### src/sv/mavlink_v1_frame_parser_assert.svh
// Assertion macros shared by the frame parser RTL.
// No dependencies; included by files that carry concurrent checks.
`ifndef MAVLINK_V1_FRAME_PARSER_ASSERT_SVH
`define MAVLINK_V1_FRAME_PARSER_ASSERT_SVH

// Same-cycle implication, disabled while reset is asserted.
`define MVP_ASSERT_IMPLY(label, clk, rst_n, ante, cons) \
	label: assert property (@(posedge clk) disable iff (!(rst_n)) (ante) |-> (cons)) \
		else $error("mvp assertion failed");

// Next-cycle implication, disabled while reset is asserted.
`define MVP_ASSERT_NEXT(label, clk, rst_n, ante, cons) \
	label: assert property (@(posedge clk) disable iff (!(rst_n)) (ante) |=> (cons)) \
		else $error("mvp assertion failed");

`endif

### src/sv/mvp_pkg.sv
// Types, constants and CRC helpers for the MAVLink v1 frame parser.
// No dependencies; imported by every parser module.
`default_nettype none

package mvp_pkg;

	// Parse phases, one-hot
	typedef enum logic [8:0] {
		PH_HUNT    = 9'b000000001,
		PH_LEN     = 9'b000000010,
		PH_SEQ     = 9'b000000100,
		PH_SYS     = 9'b000001000,
		PH_COMP    = 9'b000010000,
		PH_MSG     = 9'b000100000,
		PH_PAYLOAD = 9'b001000000,
		PH_CK_LOW  = 9'b010000000,
		PH_CK_HIGH = 9'b100000000
	} phase_t;

	// Config register indexes
	localparam int unsigned CFG_IDX_W = 3;
	localparam logic [CFG_IDX_W-1:0] CFG_START_BYTE         = 3'd0;
	localparam logic [CFG_IDX_W-1:0] CFG_EXTRA_HEARTBEAT    = 3'd1;
	localparam logic [CFG_IDX_W-1:0] CFG_EXTRA_COMMAND_LONG = 3'd2;
	localparam logic [CFG_IDX_W-1:0] CFG_EXTRA_COMMAND_ACK  = 3'd3;
	localparam logic [CFG_IDX_W-1:0] CFG_EXTRA_STATUS_TEXT  = 3'd4;
	localparam logic [CFG_IDX_W-1:0] CFG_EXTRA_ID_LIMIT     = 3'd5;
	localparam int unsigned CFG_DATA_W = 9;

	// Config reset values
	localparam logic [7:0] RST_START_BYTE         = 8'd254;
	localparam logic [7:0] RST_EXTRA_HEARTBEAT    = 8'd50;
	localparam logic [7:0] RST_EXTRA_COMMAND_LONG = 8'd152;
	localparam logic [7:0] RST_EXTRA_COMMAND_ACK  = 8'd143;
	localparam logic [7:0] RST_EXTRA_STATUS_TEXT  = 8'd83;
	localparam logic [8:0] RST_EXTRA_ID_LIMIT     = 9'd254;

	// Message ids with a configured extra byte
	localparam logic [7:0] MSG_HEARTBEAT    = 8'd0;
	localparam logic [7:0] MSG_COMMAND_LONG = 8'd76;
	localparam logic [7:0] MSG_COMMAND_ACK  = 8'd77;
	localparam logic [7:0] MSG_STATUS_TEXT  = 8'd253;

	// X.25 CRC, reflected
	localparam logic [15:0] CRC_INIT = 16'hFFFF;
	localparam logic [15:0] CRC_POLY = 16'h8408;

	typedef struct packed {
		logic [7:0] start_byte;
		logic [7:0] extra_heartbeat;
		logic [7:0] extra_command_long;
		logic [7:0] extra_command_ack;
		logic [7:0] extra_status_text;
		logic [8:0] extra_id_limit;
	} cfg_t;

	typedef struct packed {
		logic        payload_strobe;
		logic [7:0]  payload_index;
		logic [7:0]  payload_byte;
		logic        frame_end;
		logic        frame_good;
		logic [7:0]  frame_length;
		logic [7:0]  frame_sequence;
		logic [7:0]  source_system;
		logic [7:0]  source_component;
		logic [7:0]  message_id;
		logic [15:0] computed_checksum;
	} res_t;

	function automatic logic [15:0] crc_fold(input logic [15:0] crc, input logic [7:0] b);
		logic [15:0] c;
		c = crc ^ {8'h00, b};
		for (int k = 0; k < 8; k++) begin
			c = c[0] ? ((c >> 1) ^ CRC_POLY) : (c >> 1);
		end
		return c;
	endfunction

	// Fold the per-message extra byte; ids at or above the limit fold nothing.
	function automatic logic [15:0] crc_finish(input logic [15:0] crc, input logic [7:0] id,
			input cfg_t cfg);
		logic [7:0] extra;
		extra = 8'h00;
		unique case (id)
			MSG_HEARTBEAT:    extra = cfg.extra_heartbeat;
			MSG_COMMAND_LONG: extra = cfg.extra_command_long;
			MSG_COMMAND_ACK:  extra = cfg.extra_command_ack;
			MSG_STATUS_TEXT:  extra = cfg.extra_status_text;
			default:          extra = 8'h00;
		endcase
		if ({1'b0, id} >= cfg.extra_id_limit) begin
			return crc;
		end
		return crc_fold(crc, extra);
	endfunction

endpackage

`default_nettype wire

### src/sv/mvp_cfg_regs.sv
// Configuration register file of the frame parser.
// Depends on mvp_pkg.
`default_nettype none

module mvp_cfg_regs
	import mvp_pkg::*;
(
	input  wire logic                 clk,
	input  wire logic                 arst_n,
	input  wire logic                 cfg_we,
	input  wire logic [CFG_IDX_W-1:0] cfg_index,
	input  wire logic [CFG_DATA_W-1:0] cfg_wdata,
	output cfg_t                      cfg
);

	cfg_t cfg_q;

	always_ff @(posedge clk or negedge arst_n) begin
		if (!arst_n) begin
			cfg_q.start_byte         <= RST_START_BYTE;
			cfg_q.extra_heartbeat    <= RST_EXTRA_HEARTBEAT;
			cfg_q.extra_command_long <= RST_EXTRA_COMMAND_LONG;
			cfg_q.extra_command_ack  <= RST_EXTRA_COMMAND_ACK;
			cfg_q.extra_status_text  <= RST_EXTRA_STATUS_TEXT;
			cfg_q.extra_id_limit     <= RST_EXTRA_ID_LIMIT;
		end else if (cfg_we) begin
			unique case (cfg_index)
				CFG_START_BYTE:         cfg_q.start_byte         <= cfg_wdata[7:0];
				CFG_EXTRA_HEARTBEAT:    cfg_q.extra_heartbeat    <= cfg_wdata[7:0];
				CFG_EXTRA_COMMAND_LONG: cfg_q.extra_command_long <= cfg_wdata[7:0];
				CFG_EXTRA_COMMAND_ACK:  cfg_q.extra_command_ack  <= cfg_wdata[7:0];
				CFG_EXTRA_STATUS_TEXT:  cfg_q.extra_status_text  <= cfg_wdata[7:0];
				CFG_EXTRA_ID_LIMIT:     cfg_q.extra_id_limit     <= cfg_wdata;
				default: ;
			endcase
		end
	end

	assign cfg = cfg_q;

endmodule

`default_nettype wire

### src/sv/mvp_frame_core.sv
// Phase sequencer, header capture and running CRC of the frame parser.
// Depends on mvp_pkg. Advances one byte per step.
`default_nettype none

module mvp_frame_core
	import mvp_pkg::*;
(
	input  wire logic       clk,
	input  wire logic       arst_n,
	input  wire logic       step,
	input  wire logic [7:0] rx_byte,
	input  wire cfg_t       cfg,
	output res_t            res
);

	phase_t      phase_q, phase_d;
	logic [15:0] crc_q, crc_d;
	logic [7:0]  len_q, len_d;
	logic [7:0]  seq_q, seq_d;
	logic [7:0]  sys_q, sys_d;
	logic [7:0]  comp_q, comp_d;
	logic [7:0]  msg_q, msg_d;
	logic [7:0]  count_q, count_d;
	logic [7:0]  ck_low_q, ck_low_d;
	logic [15:0] crc_byte;
	logic [15:0] calc;
	logic [7:0]  count_inc;
	logic        hunt_hit;

	assign crc_byte  = crc_fold(crc_q, rx_byte);
	// extra byte folded with the settings in force when the last checksum byte arrives
	assign calc      = crc_finish(crc_q, msg_q, cfg);
	assign count_inc = count_q + 8'd1;
	assign hunt_hit  = (rx_byte == cfg.start_byte);

	always_comb begin
		phase_d  = phase_q;
		crc_d    = crc_q;
		len_d    = len_q;
		seq_d    = seq_q;
		sys_d    = sys_q;
		comp_d   = comp_q;
		msg_d    = msg_q;
		count_d  = count_q;
		ck_low_d = ck_low_q;
		res      = '0;
		unique case (phase_q)
			PH_LEN: begin
				len_d   = rx_byte;
				count_d = 8'd0;
				crc_d   = crc_byte;
				phase_d = PH_SEQ;
			end
			PH_SEQ: begin
				seq_d   = rx_byte;
				crc_d   = crc_byte;
				phase_d = PH_SYS;
			end
			PH_SYS: begin
				sys_d   = rx_byte;
				crc_d   = crc_byte;
				phase_d = PH_COMP;
			end
			PH_COMP: begin
				comp_d  = rx_byte;
				crc_d   = crc_byte;
				phase_d = PH_MSG;
			end
			PH_MSG: begin
				msg_d   = rx_byte;
				crc_d   = crc_byte;
				phase_d = (len_q == 8'd0) ? PH_CK_LOW : PH_PAYLOAD;
			end
			PH_PAYLOAD: begin
				res.payload_strobe = 1'b1;
				res.payload_index  = count_q;
				res.payload_byte   = rx_byte;
				crc_d   = crc_byte;
				count_d = count_inc;
				if (count_inc >= len_q) begin
					phase_d = PH_CK_LOW;
				end
			end
			PH_CK_LOW: begin
				ck_low_d = rx_byte;
				phase_d  = PH_CK_HIGH;
			end
			PH_CK_HIGH: begin
				res.frame_end         = 1'b1;
				res.frame_good        = (calc == {rx_byte, ck_low_q});
				res.frame_length      = len_q;
				res.frame_sequence    = seq_q;
				res.source_system     = sys_q;
				res.source_component  = comp_q;
				res.message_id        = msg_q;
				res.computed_checksum = calc;
				phase_d = PH_HUNT;
			end
			PH_HUNT: begin
				phase_d = hunt_hit ? PH_LEN : PH_HUNT;
				if (hunt_hit) begin
					crc_d = CRC_INIT;
				end
			end
			default: begin
				phase_d = hunt_hit ? PH_LEN : PH_HUNT;
				if (hunt_hit) begin
					crc_d = CRC_INIT;
				end
			end
		endcase
	end

	always_ff @(posedge clk or negedge arst_n) begin
		if (!arst_n) begin
			phase_q  <= PH_HUNT;
			crc_q    <= CRC_INIT;
			len_q    <= '0;
			seq_q    <= '0;
			sys_q    <= '0;
			comp_q   <= '0;
			msg_q    <= '0;
			count_q  <= '0;
			ck_low_q <= '0;
		end else if (step) begin
			phase_q  <= phase_d;
			crc_q    <= crc_d;
			len_q    <= len_d;
			seq_q    <= seq_d;
			sys_q    <= sys_d;
			comp_q   <= comp_d;
			msg_q    <= msg_d;
			count_q  <= count_d;
			ck_low_q <= ck_low_d;
		end
	end

endmodule

`default_nettype wire

### src/sv/mavlink_v1_frame_parser.sv
// MAVLink v1 frame parser top level: input register, parse core, result register.
// Depends on mvp_pkg, mvp_cfg_regs, mvp_frame_core and the assertion macro header.
//
//   channel   | dir | request contents
//   ----------+-----+--------------------------------------------------------
//   s_axis    | in  | one received byte per request
//   m_axis    | out | one result per byte: payload byte, frame report or none
//   cfg       | in  | register write, index + data, no handshake
//
// One byte per cycle sustained while m_axis_tready stays high; an accepted byte
// passes through input register _s1, then core logic into result register _s2.
// The parse state advances only when the _s1 byte moves into _s2.
// A stalled result holds _s2; _s1 still takes a byte if it is empty, so a
// new request is taken while a finished result waits.
// arst_n clears both valid bits, the parse state (hunting) and the config
// registers to their defaults.
`default_nettype none
`include "mavlink_v1_frame_parser_assert.svh"

module mavlink_v1_frame_parser
	import mvp_pkg::*;
(
	input  wire logic                  clk,
	input  wire logic                  arst_n,
	// rx_byte [7:0]
	input  wire logic                  s_axis_tvalid,
	output      logic                  s_axis_tready,
	input  wire logic [7:0]            s_axis_tdata,
	// payload_index [7:0], payload_byte [15:8], frame_good [16],
	// frame_length [24:17], frame_sequence [32:25], source_system [40:33],
	// source_component [48:41], message_id [56:49],
	// computed_checksum [72:57], zero fill [79:73]
	output      logic                  m_axis_tvalid,
	input  wire logic                  m_axis_tready,
	output      logic [79:0]           m_axis_tdata,
	// payload_strobe [0]
	output      logic                  m_axis_tuser,
	// frame_end
	output      logic                  m_axis_tlast,
	input  wire logic                  cfg_we,
	input  wire logic [CFG_IDX_W-1:0]  cfg_index,
	input  wire logic [CFG_DATA_W-1:0] cfg_wdata
);

	cfg_t       cfg;
	res_t       res;
	res_t       res_s2;
	logic       valid_s1;
	logic [7:0] byte_s1;
	logic       valid_s2;
	logic       adv_s1;

	// _s1 moves on when the result slot is empty or being drained
	assign adv_s1        = valid_s1 && (!valid_s2 || m_axis_tready);
	assign s_axis_tready = !valid_s1 || adv_s1;

	mvp_cfg_regs u_cfg (
		.clk       (clk),
		.arst_n    (arst_n),
		.cfg_we    (cfg_we),
		.cfg_index (cfg_index),
		.cfg_wdata (cfg_wdata),
		.cfg       (cfg)
	);

	mvp_frame_core u_core (
		.clk     (clk),
		.arst_n  (arst_n),
		.step    (adv_s1),
		.rx_byte (byte_s1),
		.cfg     (cfg),
		.res     (res)
	);

	// Input register
	always_ff @(posedge clk or negedge arst_n) begin
		if (!arst_n) begin
			valid_s1 <= 1'b0;
		end else if (s_axis_tready) begin
			valid_s1 <= s_axis_tvalid;
		end
	end

	always_ff @(posedge clk) begin
		if (s_axis_tready && s_axis_tvalid) begin
			byte_s1 <= s_axis_tdata;
		end
	end

	// Result register
	always_ff @(posedge clk or negedge arst_n) begin
		if (!arst_n) begin
			valid_s2 <= 1'b0;
		end else if (!valid_s2 || m_axis_tready) begin
			valid_s2 <= valid_s1;
		end
	end

	always_ff @(posedge clk) begin
		if (adv_s1) begin
			res_s2 <= res;
		end
	end

	assign m_axis_tvalid = valid_s2;
	assign m_axis_tuser  = res_s2.payload_strobe;
	assign m_axis_tlast  = res_s2.frame_end;
	assign m_axis_tdata  = {7'd0,
		res_s2.computed_checksum,
		res_s2.message_id,
		res_s2.source_component,
		res_s2.source_system,
		res_s2.frame_sequence,
		res_s2.frame_length,
		res_s2.frame_good,
		res_s2.payload_byte,
		res_s2.payload_index};

	// A result is either a payload byte or a frame report, never both
	`MVP_ASSERT_IMPLY(a_kind_exclusive, clk, arst_n, m_axis_tvalid, !(m_axis_tuser && m_axis_tlast))
	// Frame report fields are zero away from frame end
	`MVP_ASSERT_IMPLY(a_report_zero, clk, arst_n, m_axis_tvalid && !m_axis_tlast, m_axis_tdata[72:16] == '0)
	// Payload fields are zero when the byte was not payload
	`MVP_ASSERT_IMPLY(a_payload_zero, clk, arst_n, m_axis_tvalid && !m_axis_tuser, m_axis_tdata[15:0] == '0)
	// A full pipe with a stalled output takes no new byte
	`MVP_ASSERT_IMPLY(a_full_stall, clk, arst_n, valid_s1 && valid_s2 && !m_axis_tready, !s_axis_tready)
	// An accepted byte always lands in the input register
	`MVP_ASSERT_NEXT(a_accept_lands, clk, arst_n, s_axis_tvalid && s_axis_tready, valid_s1)

endmodule

`default_nettype wire
### config.mk
export PLATFORM = sky130hd
export DESIGN_NAME = mavlink_v1_frame_parser
export DESIGN_NICKNAME = d
export VERILOG_FILES = /design/src/sv/mvp_pkg.sv /design/src/sv/mvp_cfg_regs.sv /design/src/sv/mvp_frame_core.sv /design/src/sv/mavlink_v1_frame_parser.sv
export VERILOG_INCLUDE_DIRS = /design/src /design/src/sv
export SDC_FILE = /design/constraint.sdc
export NUM_CORES = 1
export LEC_CHECK = 0
export ABC_CLOCK_PERIOD_IN_PS = 3400
export BUFFER_PORTS_ARGS = -buffer_cell sky130_fd_sc_hd__buf_4
export CORE_AREA = 4 4 172 208
export DETAILED_ROUTE_END_ITERATION = 8
export DIE_AREA = 0 0 176 212
export PLACE_DENSITY = 0.48
export SYNTH_ARGS = -nofsm -noshare
export SYNTH_HDL_FRONTEND = slang
export SYNTH_SLANG_ARGS = --single-unit
export TNS_END_PERCENT = 30
### constraint.sdc
create_clock -name clk -period 3.4 [get_ports clk]
set_input_delay 0 -clock clk [delete_from_list [all_inputs] [get_ports clk]]
set_output_delay 0 -clock clk [all_outputs]
set_load 0.01 [all_outputs]
# [Word level (Yosys, flattened, before mapping)]
# Cells that the tools add are included.
[totals] reg_bits=215 input_bits=25
[classes] add_sub_neg=1 n_lt_le_gt_ge=2 eq_ne=19 n_mux=29 bitwise_logic=19 reduce_logical=28
[ops] cell="$mux 16" count=19
[ops] cell="$pmux 9 s8" count=1
[ops] cell="$mux 58" count=1
[ops] cell="$not 2->3" count=16
[ops] cell="$pmux 16 s2" count=1
[ops] cell="$pmux 8 s4" count=1
[ops] cell="$xor 16x8->16" count=2
[ops] cell="$reduce_and 2->1" count=14
[ops] cell="$mux 17" count=1
[ops] cell="$eq 16x16->1" count=1
[ops] cell="$eq 8x7->1 const B" count=2
[ops] cell="$logic_not 8->1" count=2
[ops] cell="$pmux 8 s2" count=1
[ops] cell="$eq 9x2->1 const B" count=1
[ops] cell="$eq 9x3->1 const B" count=1
[ops] cell="$eq 9x4->1 const B" count=1
[ops] cell="$eq 9x5->1 const B" count=1
[ops] cell="$eq 9x6->1 const B" count=1
[ops] cell="$eq 9x7->1 const B" count=1
[ops] cell="$eq 9x8->1 const B" count=1
[ops] cell="$eq 9x9->1 const B" count=1
[ops] cell="$ge 8x9->1" count=1
[ops] cell="$mux 9" count=1
[ops] cell="$add 8x1->8 const B" count=1
[ops] cell="19 further kinds" count=25

# [Longest topological paths before layout]
# Gate-level depths: netlist of run 1.
[logic_depth] word_depth=22 ltp_mapped=14

# [Hierarchy]
# Synthesis of run 1 repeated with hierarchy kept, for this count alone.
[hier_totals] hier_cells=819 hier_area_um2=10403.7
[by_module_without_submodules] module="mvp_frame_core" instances=1 cells_per_inst=612 area_each_um2=5839.4
[by_module_without_submodules] module="mavlink_v1_frame_parser" instances=1 cells_per_inst=99 area_each_um2=2652.5
[by_module_without_submodules] module="mvp_cfg_regs" instances=1 cells_per_inst=108 area_each_um2=1911.8

# [Worst setup path before layout of run 1]
# Ideal clock, no wire load.
[synth_timing] kind="register to register" start="register valid_s2, in the netlist m_axis_tvalid" end="register u_core.crc_q[10]" setup_ns=0.081 arrival_ns=3.683 slack_ns=-0.364 stages_incl_launch_ff=7 period_less_slack_ns=3.764 cell_sequence="dfrtp_1 > nand2b_1 > nand2_1 > inv_1 > clkbuf_1 > nand3b_1 > o22a_1"
[synth_via] elab_chain_cells=4
[synth_rtl] item="from (decl)" line_no="mavlink_v1_frame_parser.sv:50" source="logic valid_s2;"
[synth_rtl] item="from (signal assigned)" line_no="mavlink_v1_frame_parser.sv:95" source="valid_s2 <= valid_s1;"
[synth_rtl] item="$logic_not 1->1" line_no="mavlink_v1_frame_parser.sv:54" source="assign adv_s1 = valid_s1 && (!valid_s2 || m_axis_tready);"
[synth_rtl] item="$logic_or 1x1->1" line_no="mavlink_v1_frame_parser.sv:54"
[synth_rtl] item="$logic_and 1x1->1" line_no="mavlink_v1_frame_parser.sv:54"
[synth_rtl] item="named net adv_s1" line_no="mavlink_v1_frame_parser.sv:51" source="logic adv_s1;"
[synth_rtl] item="$reduce_and 3->1 (no source line)"
[synth_rtl] item="to (signal assigned)" line_no="mvp_frame_core.sv:127" source="crc_q <= crc_d;"
[synth_rtl] item="to (decl)" line_no="mvp_frame_core.sv:17" source="logic [15:0] crc_q, crc_d;"
# The timed path passes the listed nets, and every way through them passes these cells.
# A chain may end at the register's enable or synchronous reset.

# [Worst setup path after layout of run 1]
[layout_timing] start="register u_core.msg_q[0]" end="register res_s2, in the netlist m_axis_tdata[16], data pin"
[layout_via] elab_chain_cells=14
[layout_rtl] item="from (decl)" line_no="mvp_frame_core.sv:22" source="logic [7:0] msg_q, msg_d;"
[layout_rtl] item="from (signal assigned)" line_no="mvp_frame_core.sv:132" source="msg_q <= msg_d;"
[layout_rtl] item="$eq 8x8->1, or another cell as far along" line_no="mvp_pkg.sv:85" source="unique case (id)"
[layout_rtl] item="$pmux 8 s4" line_no="mvp_pkg.sv:85"
[layout_rtl] item="$xor 16x8->16" line_no="mvp_pkg.sv:73" source="c = crc ^ {8'h00, b};"
[layout_rtl] item="$not 2->3 (no source line) / $mux 16 (equally long branches)"
[layout_rtl] item="$mux 16 / $not 2->3 (equally long branches) (3 in series)"
[layout_rtl] item="$mux 16" line_no="mvp_pkg.sv:75" source="c = c[0] ? ((c >> 1) ^ CRC_POLY) : (c >> 1);"
[layout_rtl] item="$mux 16 / $not 2->3 (equally long branches) (3 in series)"
[layout_rtl] item="$mux 16" line_no="mvp_pkg.sv:75"
[layout_rtl] item="$mux 16 *" line_no="mvp_pkg.sv:95" source="return crc_fold(crc, extra);"
[layout_rtl] item="$eq 16x16->1 *" line_no="mvp_frame_core.sv:90" source="res.frame_good = (calc == {rx_byte, ck_low_q});"
[layout_rtl] item="to (signal assigned)" line_no="mavlink_v1_frame_parser.sv:101" source="res_s2 <= res;"
[layout_rtl] item="to (decl)" line_no="mavlink_v1_frame_parser.sv:47" source="res_t res_s2;"
# Mark *: on every way between the ends. The rest lies on a longest branch, timed or not.

==> results of run 1 <==
==> final timing paths <==
check	startpoint	to	cells after the start
max	u_core.msg_q[0]$_DFFE_PN0P_	m_axis_tdata[16]$_SDFFCE_PN0P_	11
min	cfg_index[0]	u_cfg.cfg[36]$_DFFE_PN0P_	5
max reg2reg	u_core.msg_q[0]$_DFFE_PN0P_	m_axis_tdata[16]$_SDFFCE_PN0P_	11
min reg2reg	u_core.sys_q[5]$_DFFE_PN0P_	u_core.sys_q[5]$_DFFE_PN0P_	1
max in group asynchronous	arst_n	u_core.sys_q[2]$_DFFE_PN0P_	3
min in group asynchronous	arst_n	u_core.crc_q[4]$_DFFE_PN1P_	2
==> per-layer routing <==
| layer | vias up | GRT usage | share of wire |
|---|---|---|---|
| li1 | 3124 | - | - |
| met1 | 3263 | 0.184 | 0.43 |
| met2 | 150 | 0.236 | 0.49 |
| met3 | 50 | 0.0158 | 0.042 |
| met4 | 0 | 0.0481 | 0.031 |
| met5 | - | 0 | 0 |
==> sequential cells by signal (all words and copies together), names as in the netlist, 8 cells and up <==
signal / flops
u_core.count_q: 8
u_core.seq_q: 8
u_core.ck_low_q: 8
u_core.comp_q: 8
u_core.sys_q: 8
u_core.crc_q: 16
u_core.msg_q: 8
u_core.phase_q: 9
u_core.len_q: 8
u_cfg.cfg: 49
byte_s1: 8
m_axis_tdata: 73
==> cells in the mapped netlist (19+ instances only) <==
master	number
and2_1	50
dfrtp_1	86
xnor2_1	46
mux2_2	90
xor2_1	33
edfxtp_1	83
clkbuf_1	38
dfstp_2	46
a21oi_1	27
inv_1	19
nor2_1	65
nand2_1	33
==> worst max-delay path, stage by stage (launching register included) <==
cell and delay [ps]:
dfrtp_1 420, or4_4 520, nor2_4 180, a22o_1 150, a222oi_1 90, buf_4 170, xnor2_2 170, xor3_1 360
mux2i_2 220, xnor2_1 110, or4_4 550, nor4_4 210
==> kinds of logic after synthesis <==
logic type / Yosys count / share of synthesized area
other: 1 / 0.000375
xor gates and xnor gates: 84 / 0.0799
AOI/OAI and AO/OA: 88 / 0.0600
adders and majority gates: 17 / 0.0213
buffers and inverters: 69 / 0.0285
and+or+nand+nor: 220 / 0.115
muxes: 99 / 0.110
DFF: 215 / 0.585
==> area by class of cell <==
cell class,count,area [µm²]
Sequential cell,215,5850
Clock buffer,39,792
Clock inverter,7,90.1
Tap cell,456,571
Multi-Input combinational cell,515,3980
Inverter,19,72.6
Fill cell,3305,20900
Timing Repair Buffer,179,1430
==> where the power goes <==
group          leakage, nW  switching (mW)  internal (mW)
clock                0.437            1.08           1.75
combinational         2.74           0.723          0.788
sequential            2.41           0.275           3.08
total                 5.59            2.08           5.62
==> metrics by stage <==
| stage | hold WS, ps | utilization | power [mW] | cell area (µm²) | setup WS [ps] |
|---|---|---|---|---|---|
| finish | 94.1 | 0.379 | 7.70 | 12800 | 84.7 |
| global route | 113 | 0.379 | 8.07 | 12800 | -69.3 |
| CTS | 72.6 | 0.376 | 7.74 | 12700 | 29.1 |
| detailed placement | -73.5 | 0.341 | 4.83 | 11500 | -14.6 |
| global placement | -71.8 | 0.341 | 4.83 | 11500 | 61.5 |
| floorplan | -296 | - | 4.26 | 10000 | 106 |
==> cell usage in the layout, fill, tap and decap left out, drive strengths merged, types with 2 or more instances in the layout <==
cell type / n
a211oi: 5
a21o: 6
a21oi: 27
a222oi: 4
a22o: 11
a22oi: 2
a32o: 7
and2: 50
and3: 3
buf: 153
bufinv: 2
clkbuf: 39
clkinv: 4
conb: 7
dfrtp: 86
dfstp: 46
dlygate4sd3: 26
edfxtp: 83
ha: 17
inv: 20
mux2: 90
mux2i: 9
nand2: 33
nand2b: 8
nand3: 12
nand3b: 2
nand4: 6
nand4b: 4
nor2: 67
nor2b: 3
nor3: 14
nor3b: 2
nor4: 6
o21ai: 17
o22a: 4
or3b: 2
or4: 3
xnor2: 47
xnor3: 3
xor2: 33
==> repair_timing <==
action	4_1_cts	5_1_grt
hold endpoints to repair	159	0
hold buffers	26	0
gates resized for setup	2	13
gates cloned	0	0
buffers inserted	1	7
setup endpoints to repair	1	1
pin swaps	1	8
==> reports/results.txt, run 1 <==
final cell count without fillers: 1430
Fin Clk Skew: 21.5 ps
Tightest Pin Transition: 871 ps
PD cells: 603 nW/µm²
Starting Density: 0.297
Mapped Area: 10000 µm²
Final ANT Viol Nets: 0
GR Util All Layers: 0.138
n_diodes: 0
Max Slew Vio Count: 0
via count: 6587
vias in the first global route: 6600
fin crit period: 3320 ps
reg2reg setup slack: 80 ps
post-synth top area share: 0.249
final hold violation count: 0
Post-Synthesis Cells: 793
setup_tns: 0 ps
final WL: 26100 µm
port bufs: 101
Final setup viols: 0
Post-synth EDFFs: 83
GR Overflow Total: 0
yosys warns: 0
Top FF cell, synth: dfrtp_1
Avg Cell Area, Syn: 12.6 µm²
DPL Wire Length: 18300 µm
fmax: 0.302 GHz
RePlAce Congestion: 0.824
CTS tree: done
CTS sink cnt: 215
leakage: 5.59 nW
largest net degree at the start of global routing: 71
largest cells by area after synthesis: edfxtp_1, dfrtp_1, dfstp_2
TritonRoute pass-1 iters: 4
die area: 37300 µm²
synthesis-to-finish area growth: 27.7%
# IOs: 109
Die X-Extent: 176 µm
Max-Cap Viols: 0
Yosys cell types: 55
DRC: 0
clk slew on worst S/H paths: 60 ps
Final nets: 997
Post-synth ARST share: 0.614
H-tree lvl count: 1
global-route wire length before repair: 39900 µm
CP Capture Type: register
Rel. slew slack: 0.417
status: completed
Worst setup SP type: register
crit share post-route: 0.975
vias per inst: 4.61
DR iter-0 viols: 393
CP Class: reg -> reg
FF+latch count, synth: 215
TritonCTS Buffers: 25
area leader, netlist: edfxtp_1
site row count: 74
worst vdd ir: 0.000391 V
worst skew pair latency: 530 ps
Critical Path RT: 3760 ps
Max Buffers Root-to-Sink: 3
initial antenna violation count: 0
crit-path max FO: 4
HP Class: in -> reg
Avg WL per Cell: 18.3 µm
share of layout cells above drive strength 1: 0.360
Die Height: 212 µm
Root Driver: clkbuf_16
Seq/Total Area, Yosys: 0.585
Critical Path AT: 3670 ps
Cell Count Post-Placement: 1350
total core area: 33700 µm²
(Power assumes the default switching activity.)
==> run 2, diff against run 1 <==
--- a/config.mk
+++ b/config.mk
@@ -11,7 +11,7 @@
 export CORE_AREA = 4 4 172 208
 export DETAILED_ROUTE_END_ITERATION = 8
 export DIE_AREA = 0 0 176 212
-export PLACE_DENSITY = 0.48
+export PLACE_DENSITY = 0.59
 export SYNTH_ARGS = -nofsm -noshare
 export SYNTH_HDL_FRONTEND = slang
 export SYNTH_SLANG_ARGS = --single-unit
==> constraint.sdc (replaced) <==
create_clock -name clk -period 3.4 [get_ports clk]
set_input_delay 0 -clock clk [delete_from_list [all_inputs] [get_ports clk]]
set_output_delay 0 -clock clk [all_outputs]
set_load 0.02 [all_outputs]
==> run 2 against run 1 <==
Design area decreased by 2.0%. Sequential share of layout area rose by 0.93 points. Global-route usage shrank 0.51 points. Flip-flop and latch count stayed put. Sequential power about the same. Total power down 6.0%. Critical endpoint unchanged. Clock skew increased by 4.7 ps. Register-to-register slack lost 30 ps. Die area stayed put. Cell count decreased by 1.1%. Maximum frequency is 1.0% lower.
==> reports/results.txt, run 2 (synthesis gave the netlist of run 1 again) <==
Die X-Extent: 176 µm (unchanged)
DRC: 0 (unchanged)
crit share post-route: 0.985 (+0.0100)
Max Slew Vio Count: 0 (unchanged)
site row count: 74 (unchanged)
CTS sink cnt: 215 (unchanged)
internal cell power: 5.19 mW (-7.7%)
RSZ-0062 raised after global routing: true
fin crit period: 3350 ps (+34.2 ps)
Die Height: 212 µm (unchanged)
Max-Cap Viols: 0 (unchanged)
Critical Path RT: 3750 ps (about the same)
die area: 37300 µm² (unchanged)
Tot Pwr: 7.24 mW (-6.0%)
synthesis-to-finish area growth: 25.2%
CP Class: reg -> reg
global-route wire length before repair: 38800 µm (-2.9%)
fillcell total: 3336 (+0.94%)
most common cell after layout, fill and taps aside: buf_4
H-tree lvl count: 1 (unchanged)
Tightest Pin Transition: 1090 ps (+221 ps)
Fin Clk Skew: 26.3 ps (+4.74 ps)
fmax: 0.299 GHz (-1.0%)
total core area: 33700 µm² (unchanged)
share of layout cells above drive strength 1: 0.351 (-0.00964)
min-delay src: cfg_index[1]
DPL Wire Length: 17700 µm (-3.0%)
Worst setup SP type: register
Slowest-stage cell, CP: or4_4
RePlAce Congestion: 0.888 (+7.8%)
status: completed
GR Overflow Total: 0 (unchanged)
Final ANT Viol Nets: 0 (unchanged)
Critical Path AT: 3700 ps (+30 ps)
final WL: 25200 µm (-3.7%)
vias in the first global route: 6695 (+1.4%)
Final setup viols: 0 (unchanged)
leakage: 5.45 nW (-2.4%)
Sw Ratio: 0.283 (+0.0132)
largest net degree at the start of global routing: 57 (-20%)
clk slew on worst S/H paths: 60 ps (about the same)
# IOs: 109 (unchanged)
TritonCTS Buffers: 22 (-12%)
sw power: 2.05 mW (-1.4%)
Reg power frac: 0.462 (+0.027)
most frequent cells in the layout: buf_4, mux2_2, dfrtp_1
Reg2Reg Launch Point: u_core.msg_q[2]$_DFFE_PN0P_
Max Buffers Root-to-Sink: 3 (unchanged)
Setup crit start: u_core.msg_q[2]$_DFFE_PN0P_
CP Cell Sequence: nand4b_4 > nor2_2 > a22o_1 > a222oi_1 > xnor2_2 > xnor3_1 > a21oi_1 > xor2_1 > or4_4 > nor4_4
Avg WL per Cell: 17.8 µm (-2.6%)
Final nets: 984 (-1.3%)
crit-path max FO: 7 (+3)
clock share of power: 0.326 (-0.042)
initial antenna violation count: 0 (unchanged)
worst vdd ir: 0.000345 V (-12%)
GR Util All Layers: 0.133 (-0.00513)
CTS tree: done
Rel. slew slack: 0.266 (-0.150)
HP Class: in -> reg
final hold violation count: 0 (unchanged)
worst skew pair latency: 530 ps (about the same)
highest cell delay on the worst timing path: 550 ps (about the same)
vias per inst: 4.55 (-1.2%)
max reg flops: 73 (unchanged)
TritonRoute pass-1 iters: 5 (+1)
n_diodes: 0 (unchanged)
final core utilization: 0.372 (-0.00754)
port bufs: 101 (unchanged)
via count: 6438 (-2.3%)
Root Driver: clkbuf_16
CP Capture Type: register
Starting Density: 0.297 (unchanged)
DR iter-0 viols: 458 (+17%)
Gate power share: 0.212 (+0.016)
PD cells: 578 nW/µm² (-4.1%)
-- run 2: routing by layer --
layer,vias to the layer above,global-route usage,routed length (µm)
met5,-,0,0
met4,0,0.0592,950
met2,167,0.233,12700
met3,47,0.0187,1260
li1,3070,-,-
met1,3154,0.164,10300
-- run 2: what timing repair did --
item                                    4_1_cts  5_1_grt
hold buffers                                 24        0
endpoints found under the setup margin        0        1
gates resized for setup                       0       16
setup buffers                                 0        2
endpoints found under the hold margin       110        0
-- run 2: final timing paths --
kind | to | slack [ps] | depth (start not counted)
worst max-delay path | m_axis_tdata[16]$_SDFFCE_PN0P_ | 50 | 10
worst min-delay path | u_cfg.cfg[40]$_DFFE_PN0P_ | 40 | 3
worst max register to register | m_axis_tdata[16]$_SDFFCE_PN0P_ | 50 | 10
worst min register to register | u_core.seq_q[6]$_DFFE_PN0P_ | 500 | 1
max in group asynchronous | u_cfg.cfg[2]$_DFFE_PN1P_ | 2450 | 3
min in group asynchronous | u_core.msg_q[7]$_DFFE_PN0P_ | 90 | 2
-- run 2: per-stage QoR --
stage               cells  setup TNS [ps]  hold slack, ps  worst slack [ps]  instance area [µm²]
floorplan             799               0            -296               106                10000
global placement     1348               0            97.4               164                11500
detailed placement   1348               0             100              69.8                11500
CTS                  1412               0            11.4              41.9                12400
global route         1414           -69.6            53.8             -69.6                12500
finish               1414               0            36.0              50.5                12500
-- run 2: power groups by stage --
stage | Sequential [mW] | Clock (mW) | Combinational [mW]
2_1_floorplan | 3.31 | 0 | 0.998
3_3_place_gp | 3.39 | 0 | 1.45
3_5_place_dp | 3.38 | 0 | 1.47
4_1_cts | 3.34 | 2.44 | 1.50
5_1_grt | 3.38 | 2.53 | 1.67
6_report | 3.34 | 2.36 | 1.53
-- run 2: layout make-up --
type | count | area (µm²) | share of cell area
sequential | 215 | 5850 | 0.467
multi-input combinational | 515 | 3990 | 0.318
timing repair buffer | 169 | 1340 | 0.107
clock buffer | 31 | 616 | 0.0491
tap | 456 | 571 | 0.0455
clock inverter | 9 | 85.1 | 0.00679
inverter | 19 | 72.6 | 0.00579
-- run 2: critical path: cells and delay by family (launching register included) --
kind	cells	cell delay, ps
XOR/XNOR	3	700
AO/OA/AOI/OAI	3	930
flip-flops	1	450
AND/OR/NAND/NOR	4	1080
